### src/rtl/v3mu_pkg.sv
// types, constants and helper functions shared by the vector unit
package v3mu_pkg;

  localparam int WORD_BITS = 32;
  localparam int FRAC_BITS = 16;
  localparam int ACC_W     = 2 * WORD_BITS + 2;
  localparam int LEN_W     = ACC_W / 2;
  localparam int NUM_W     = WORD_BITS + FRAC_BITS;
  localparam int FQ_DEPTH  = 4;
  localparam int FQ_AW     = $clog2(FQ_DEPTH);

  typedef enum logic [2:0] {
    FN_ADD   = 3'd0,
    FN_SUB   = 3'd1,
    FN_SCALE = 3'd2,
    FN_DOT   = 3'd3,
    FN_CROSS = 3'd4,
    FN_MAG   = 3'd5,
    FN_NORM  = 3'd6,
    FN_RSVD  = 3'd7
  } func_t;

  typedef enum logic [2:0] {
    BK_IDLE,
    BK_MUL,
    BK_ROOT,
    BK_RND,
    BK_DIV,
    BK_FIN,
    BK_OUT
  } bk_state_t;

  typedef struct packed {
    logic [2:0]                  func;
    logic signed [WORD_BITS-1:0] a_x;
    logic signed [WORD_BITS-1:0] a_y;
    logic signed [WORD_BITS-1:0] a_z;
    logic signed [WORD_BITS-1:0] b_x;
    logic signed [WORD_BITS-1:0] b_y;
    logic signed [WORD_BITS-1:0] b_z;
    logic signed [WORD_BITS-1:0] scale_factor;
  } in_item_t;

  typedef struct packed {
    logic signed [WORD_BITS-1:0] r_x;
    logic signed [WORD_BITS-1:0] r_y;
    logic signed [WORD_BITS-1:0] r_z;
    logic signed [WORD_BITS-1:0] r_scalar;
    logic                        overflow;
    logic                        zero_length;
  } out_item_t;

  typedef struct packed {
    logic use_mul;
    logic use_root;
    logic use_div;
  } op_class_t;

  typedef struct packed {
    in_item_t  item;
    op_class_t cls;
  } q_entry_t;

  typedef struct packed {
    logic signed [WORD_BITS-1:0] val;
    logic                        ovf;
  } sat_t;

  localparam logic signed [ACC_W-1:0] SAT_HI =
    {{(ACC_W-WORD_BITS+1){1'b0}}, {(WORD_BITS-1){1'b1}}};
  localparam logic signed [ACC_W-1:0] SAT_LO =
    {{(ACC_W-WORD_BITS+1){1'b1}}, {(WORD_BITS-1){1'b0}}};

  function automatic logic signed [ACC_W-1:0] sext_w(input logic signed [WORD_BITS-1:0] v);
    return {{(ACC_W-WORD_BITS){v[WORD_BITS-1]}}, v};
  endfunction

  function automatic sat_t sat_word(input logic signed [ACC_W-1:0] v);
    sat_t r;
    r.val = v[WORD_BITS-1:0];
    r.ovf = 1'b0;
    if (v > SAT_HI) begin
      r.val = {1'b0, {(WORD_BITS-1){1'b1}}};
      r.ovf = 1'b1;
    end else if (v < SAT_LO) begin
      r.val = {1'b1, {(WORD_BITS-1){1'b0}}};
      r.ovf = 1'b1;
    end
    return r;
  endfunction

endpackage

### src/rtl/v3mu_front.sv
// front end: accepts transactions, classifies the operation and queues them
module v3mu_front import v3mu_pkg::*; (
  input  logic     clk,
  input  logic     rst_n,
  input  logic     in_valid,
  output logic     in_stall,
  input  in_item_t in_item,
  output logic     q_valid,
  output q_entry_t q_entry,
  input  logic     q_pop
);

  q_entry_t          mem_r [FQ_DEPTH];
  logic [FQ_AW-1:0]  wr_ptr_r, wr_ptr_nxt;
  logic [FQ_AW-1:0]  rd_ptr_r, rd_ptr_nxt;
  logic [FQ_AW:0]    count_r, count_nxt;
  logic              push;
  op_class_t         cls;
  func_t             fn;

  always_comb begin
    fn = func_t'(in_item.func);
    cls = '0;
    case (fn)
      FN_SCALE, FN_DOT, FN_CROSS: begin
        cls.use_mul = 1'b1;
      end
      FN_MAG: begin
        cls.use_mul  = 1'b1;
        cls.use_root = 1'b1;
      end
      FN_NORM: begin
        cls.use_mul  = 1'b1;
        cls.use_root = 1'b1;
        cls.use_div  = 1'b1;
      end
      default: begin
        cls = '0;
      end
    endcase
  end

  assign in_stall = (count_r == (FQ_AW+1)'(FQ_DEPTH));
  assign push     = in_valid && !in_stall;
  assign q_valid  = (count_r != '0);
  assign q_entry  = mem_r[rd_ptr_r];

  always_comb begin
    wr_ptr_nxt = push ? wr_ptr_r + 1'b1 : wr_ptr_r;
    rd_ptr_nxt = q_pop ? rd_ptr_r + 1'b1 : rd_ptr_r;
    count_nxt  = count_r + (FQ_AW+1)'(push) - (FQ_AW+1)'(q_pop);
  end

  always_ff @(posedge clk) begin
    if (!rst_n) begin
      wr_ptr_r <= '0;
      rd_ptr_r <= '0;
      count_r  <= '0;
    end else begin
      wr_ptr_r <= wr_ptr_nxt;
      rd_ptr_r <= rd_ptr_nxt;
      count_r  <= count_nxt;
    end
  end

  always_ff @(posedge clk) begin
    if (push) begin
      mem_r[wr_ptr_r] <= '{item: in_item, cls: cls};
    end
  end

endmodule

### config.mk
export PLATFORM = sky130hd
export DESIGN_NAME = v3mu_front
export DESIGN_NICKNAME = d
export VERILOG_FILES = /design/src/rtl/v3mu_pkg.sv /design/src/rtl/v3mu_front.sv
export SDC_FILE = /design/constraint.sdc
export NUM_CORES = 1
export LEC_CHECK = 0
export ABC_CLOCK_PERIOD_IN_PS = 10200
export BUFFER_PORTS_ARGS = -buffer_cell sky130_fd_sc_hd__buf_2
export CAP_MARGIN = 25
export CORE_UTILIZATION = 57
export DETAILED_ROUTE_END_ITERATION = 10
export GPL_ROUTABILITY_DRIVEN = 0
export MAX_ROUTING_LAYER = met4
export PLACE_DENSITY_LB_ADDON = 0.2
export SLEW_MARGIN = 10
export SYNTH_ARGS = -nofsm -noshare
export SYNTH_HDL_FRONTEND = slang
export SYNTH_SLANG_ARGS = --single-unit
export TNS_END_PERCENT = 20
### constraint.sdc
create_clock -name clk -period 10.2 [get_ports clk]
set_input_delay 2.04 -clock clk [delete_from_list [all_inputs] [get_ports clk]]
set_output_delay 2.04 -clock clk [all_outputs]
set_load 0.01 [all_outputs]
==> impl_metrics.ini, run 1 <==
[floorplan]
placeableCoreArea_sq_um = 58910
die_h_microns = 245.9
start_util = 0.5754
rows = 89
fp.dieW_microns = 245.9
ioPinCount = 463
die-area_sq_um = 60450

[global_routing]
grt.overflow.total = 0
first_global_vias = 15344
track_usage = 0.2195
grt_max_degree = 121
antenna_found_initial = 16
grt_pass1_wl_microns = 93980

[drt]
final_antenna_net_count = 0
via_count = 14803
drtIter0Drc = 883
wl_microns = 64250
wl_per_cell_microns = 24.41
drcViolationCount = 4
via_per_inst = 5.624
dr.pass1.iters = 8

[logic_synthesis]
yosysSeqAreaShare = 0.8203
ys_seq_elements = 929
synthCells = 1255
synth.distinct_cells = 22
synth_area_per_cell_sq_um = 27.01
synth_nets = 1493
synth_warnings = 0
synthesis.area_sq_um = 33900

[outcome]
outcome = finished with violations
violations = design-rule violations

[timing]
grt_setup_unrepaired = false
hold-worst-slack_ns = 0.5239
slew_headroom = 0.3463
drv_slew = 0
hold_violations = 0
fin_crit_sh = 0.4970
tns_ns = 0
timing.fmax_ghz = 0.1973
tightest_slew_ns = 0.9805
setup_viol_count_final = 0
min_period_ns = 5.069
clock_skew_ns = 0.01645

[clocking]
clk_pin_slew_ns = 0.06
htree_levels = 3
cts_resized = 0
cts_tree = done
cts.repair_timing.setup_buffer_count = 0
root_buffer = clkbuf_16
cts_sinks = 929
clk_latency_ns = 0.64
clockBufferDepth = 3
cts_hold_buf = 0
cts_buffers = 90

[pwr]
p_leak_nw = 13.27
max-vdd-ir-drop_mv = 0.1900
p_per_area_nw_per_um2 = 230.3

[critical_path]
cp.arrival_ns = 3.03
crit_fanout = 61
endpoint_kind = primary output
cp.required_ns = 8.16
crit_path_start_kind = flip-flop
regToRegStartpoint = count_r[1]
crit_type = flip-flop to primary output

[finish]
nFillCells = 3621
nets = 2006
design_area_sq_um = 39800
area_growth_pct = 17.40
drive_gt1_frac = 0.4560

[place]
post_dp_cell_area_sq_um = 36770
hpwl_microns = 38040
portBuffers = 462

[flow_run]
max_cap_violations = 0

[hold_path]
min-delay-start = wr_ptr_r[1]
hp-class = flip-flop to flip-flop
-- layer usage --
layer,part of all wire,GRT usage
met1,0.39,0.2805
met2,0.51,0.3417
met3,0.079,0.06210
met4,0.023,0.07508
met5,0,-
-- critical path, cell delays in order, from the launching register on --
cell and delay, ns:
dfxtp_4 0.86, buf_4 0.84, mux4_2 0.43, buf_2 0.17
-- cells in the final DEF (no fill, tap or decap), types with 7 or more instances in the layout --
cell type	count
clkinv_1	24
dfxtp_1	7
diode_2	17
edfxtp_1	920
clkinv_2	16
mux4_2	230
clkbuf_16	91
clkbuf_1	13
buf_2	462
buf_12	7
bufinv_16	11
-- power breakdown --
group | internal, mW | total (mW) | leakage (nW) | switching [mW]
Clock | 1.93 | 3.30 | 1.45 | 1.38
Sequential | 4.62 | 4.71 | 8.50 | 0.0887
Combinational | 0.483 | 1.15 | 3.32 | 0.670
-- cells by family (layout without fill, tap and decap cells) --
kind of cell / after synthesis / count (layout) / synth area share
AOI/OAI and AO/OA: 1 / 1 / 0.0002216
muxes: 232 / 232 / 0.1534
xor gates and xnor gates: 5 / 5 / 0.001292
adders and majority gates: 7 / 7 / 0.002805
and+or+nand+nor: 22 / 22 / 0.003543
DFF: 929 / 929 / 0.8203
other: 0 / 17 / 0
buffers and inverters: 59 / 646 / 0.01842
-- cell usage after synthesis --
cell | instances | area [sq um]
buf_4 | 3 | 22.52
o21a_1 | 1 | 7.510
ha_1 | 6 | 75.07
dfxtp_1 | 9 | 180.2
nor2b_1 | 2 | 12.51
buf_2 | 21 | 105.1
nand2_1 | 6 | 22.52
mux2i_1 | 2 | 20.02
edfxtp_1 | 920 | 27630
buf_6 | 1 | 11.26
nor2_1 | 1 | 3.750
xor2_1 | 2 | 17.52
or3_1 | 1 | 6.260
inv_1 | 5 | 18.77
nand3_1 | 1 | 5.000
xnor2_1 | 3 | 26.28
nor3b_1 | 1 | 7.510
fa_1 | 1 | 20.02
and2_1 | 10 | 62.56
clkbuf_1 | 7 | 26.28
buf_12 | 22 | 440.4
mux4_2 | 230 | 5180
-- metrics by stage --
stage	setup WS, ns	util	power [mW]	instances
2_1_floorplan	1.931	-	5.557	1255
3_3_place_gp	5.401	0.6243	5.936	2449
3_5_place_dp	5.342	0.6243	5.964	2449
4_1_cts	5.067	0.6749	9.266	2615
5_1_grt	4.960	0.6755	9.484	2631
6_report	5.131	0.6756	9.163	2632
-- cell type report --
cell class                      count  area [sq um]  share of cell area
Inverter                            5         18.77           0.0004716
Clock buffer                      104          2326             0.05845
Timing Repair Buffer              475          2497             0.06275
Sequential cell                   929         27810              0.6989
Clock inverter                     62         654.4             0.01644
Tap cell                          773         967.2             0.02430
Multi-Input combinational cell    267          5477              0.1376
Antenna cell                       17         42.54            0.001069
-- registers in the layout, indices dropped and copies added, names as in the netlist, named ones only --
| register | flops |
|---|---|
| count_r | 3 |
| rd_ptr_r | 2 |
| wr_ptr_r | 2 |
| mem_r | 920 |
-- worst paths after layout --
kind,slack [ns],depth (start not counted),endpoint
worst max-delay path,5.13,3,q_entry[183]
worst min-delay path,0.52,2,wr_ptr_r[1]
worst max register to register,7.03,5,mem_r[0][159]
worst min register to register,0.52,2,wr_ptr_r[1]
(Power assumes the default switching activity.)
==> run 2, diff against run 1 <==
--- a/config.mk
+++ b/config.mk
@@ -5,7 +5,7 @@
 export SDC_FILE = /design/constraint.sdc
 export NUM_CORES = 1
 export LEC_CHECK = 0
-export ABC_CLOCK_PERIOD_IN_PS = 10200
+export ABC_CLOCK_PERIOD_IN_PS = 4900
 export BUFFER_PORTS_ARGS = -buffer_cell sky130_fd_sc_hd__buf_2
 export CAP_MARGIN = 25
 export CORE_UTILIZATION = 57
==> constraint.sdc (replaced) <==
create_clock -name clk -period 4.9 [get_ports clk]
set_input_delay 0.98 -clock clk [delete_from_list [all_inputs] [get_ports clk]]
set_output_delay 0.98 -clock clk [all_outputs]
set_load 0.01 [all_outputs]
==> run 2 against run 1 <==
The run now ends clean. Final cell count increased by 1.4%. Die area unchanged. Sequential power grew 110%. First-iteration DRC count grew 21%. Clock power rose by 110%. Wire length increased by 4.0%. Cell area up 0.94%. Sequential share of layout area down 0.65 points. Critical endpoint is now q_entry[96]. Highest routed layer unchanged.
==> impl_metrics.ini, run 2 (synthesized netlist as in run 1, its figures left out) <==
[global_routing]
grt.overflow.total = 0
first_global_vias = 15774
antenna_found_initial = 23
grt_max_degree = 70
met1_usage = 0.2831
grt_pass1_wl_microns = 97680
gr-usage-met2 = 0.3643
track_usage = 0.2294
grt-busiest-layer = met2
grt.met3_usage = 0.06690

[finish]
nFillCells = 3597
post-route-util = 0.6819
largest_register = mem_r
final_cell_mix = edfxtp_1, buf_2, mux4_2
drive_gt1_frac = 0.4647
final_common_cell = edfxtp_1
multi_input_area_sq_um = 5477
reg_top3 = mem_r x920, count_r x3
layout.area.seq_sq_um = 27810
area_growth_pct = 18.51
nets = 2038
largest_register_ff_count = 920

[timing]
min_period_ns = 3.722
timing.fmax_ghz = 0.2687
clock_skew_ns = 0.02735
tightest_slew_ns = 0.8668
setup_viol_count_final = 0
grt_setup_unrepaired = false
drv_slew = 0
fin_crit_sh = 0.7595
slew_headroom = 0.4221
tns_ns = 0
hold_violations = 0

[critical_path]
endpoint_kind = primary output
cpPeakStageDelay_ns = 0.84
slowest_stage = dfxtp_4
reg2regPathDepth = 4
crit_path_start_kind = flip-flop
reg2reg_slack_ns = 2.29
regToRegStartpoint = count_r[1]
cp.required_ns = 3.92
crit_type = flip-flop to primary output
reg2reg_to = mem_r[3][181]
crit_chain = buf_4 > mux4_2 > buf_2
cp.arrival_ns = 2.74
crit_fanout = 34

[clocking]
cts_sinks = 929
cts.repair_timing.setup_buffer_count = 0
clk_pin_slew_ns = 0.05
clk_latency_ns = 0.64
cts_tree = done
cts_resized = 0
htree_levels = 3
cts_buffers = 92
root_buffer = clkbuf_16
cts_hold_buf = 0
clockBufferDepth = 3

[outcome]
outcome = completed

[drt]
final_antenna_net_count = 0
wl_microns = 66850
via_count = 15197
dr.pass1.iters = 5
via_per_inst = 5.694
wl_per_cell_microns = 25.05
drcViolationCount = 0
drtIter0Drc = 1065

[floorplan]
die_h_microns = 245.9
rows = 89
start_util = 0.5754
ioPinCount = 463
placeableCoreArea_sq_um = 58910
fp.dieW_microns = 245.9
die-area_sq_um = 60450

[pwr]
p_per_area_nw_per_um2 = 479.9
max-vdd-ir-drop_mv = 0.4126
p_leak_nw = 13.48

[hold_path]
min-delay-start = wr_ptr_r[1]
whs_path_depth = 2
hp-class = flip-flop to flip-flop
whs_endpoint = wr_ptr_r[1]

[place]
portBuffers = 462
hpwl_microns = 41720

[flow_run]
max_cap_violations = 0
run 2: metrics by stage:
step,area (sq um),hold slack (ns),total power [mW],setup WS (ns),instances
6_report,40170,0.5143,19.28,1.178,2669
5_1_grt,40170,0.5175,19.90,0.9833,2668
4_1_cts,40110,0.5130,19.45,1.039,2645
3_5_place_dp,37070,0.5089,12.48,1.736,2479
3_3_place_gp,37070,0.4801,12.41,1.762,2479
2_1_floorplan,33900,0.4677,11.55,-2.309,1255
run 2: layout make-up:
cell class	instances	area share
antenna	24	0.001495
clock buffer	117	0.06071
clock inverter	49	0.01489
inverter	5	0.0004672
multi-input combinational	267	0.1363
sequential	929	0.6924
tap	773	0.02408
timing repair buffer	505	0.06964
run 2: critical path, delay by kind of cell, from the launching register on:
kind | cells | cell delay (ns)
DFF | 1 | 0.84
muxes | 1 | 0.58
buffers and inverters | 2 | 0.65
run 2: how the worst max path moves through the flow:
stage                         start           end  slack (ns)
after CTS                 flip-flop   q_entry[96]        1.04
after global placement    flip-flop  q_entry[186]        1.76
after floorplan            in_valid   mem_r[0][0]       -2.31
final                     flip-flop   q_entry[96]        1.18
after detailed placement  flip-flop   q_entry[96]        1.74
after global routing      flip-flop   q_entry[96]        0.98
run 2: per-layer routing:
| metal | vias to the layer above | wire length, microns | share of wire |
|---|---|---|---|
| li1 | 6586 | - | - |
| met1 | 8007 | 25340 | 0.38 |
| met2 | 491 | 34770 | 0.52 |
| met3 | 113 | 4967 | 0.074 |
| met4 | 0 | 1778 | 0.027 |
| met5 | - | 0 | 0 |
run 2: report_power, final:
part | internal, mW | switching, mW
Sequential | 9.60 | 0.197
Combinational | 1.05 | 1.42
Clock | 4.20 | 2.81
Total | 14.9 | 4.42
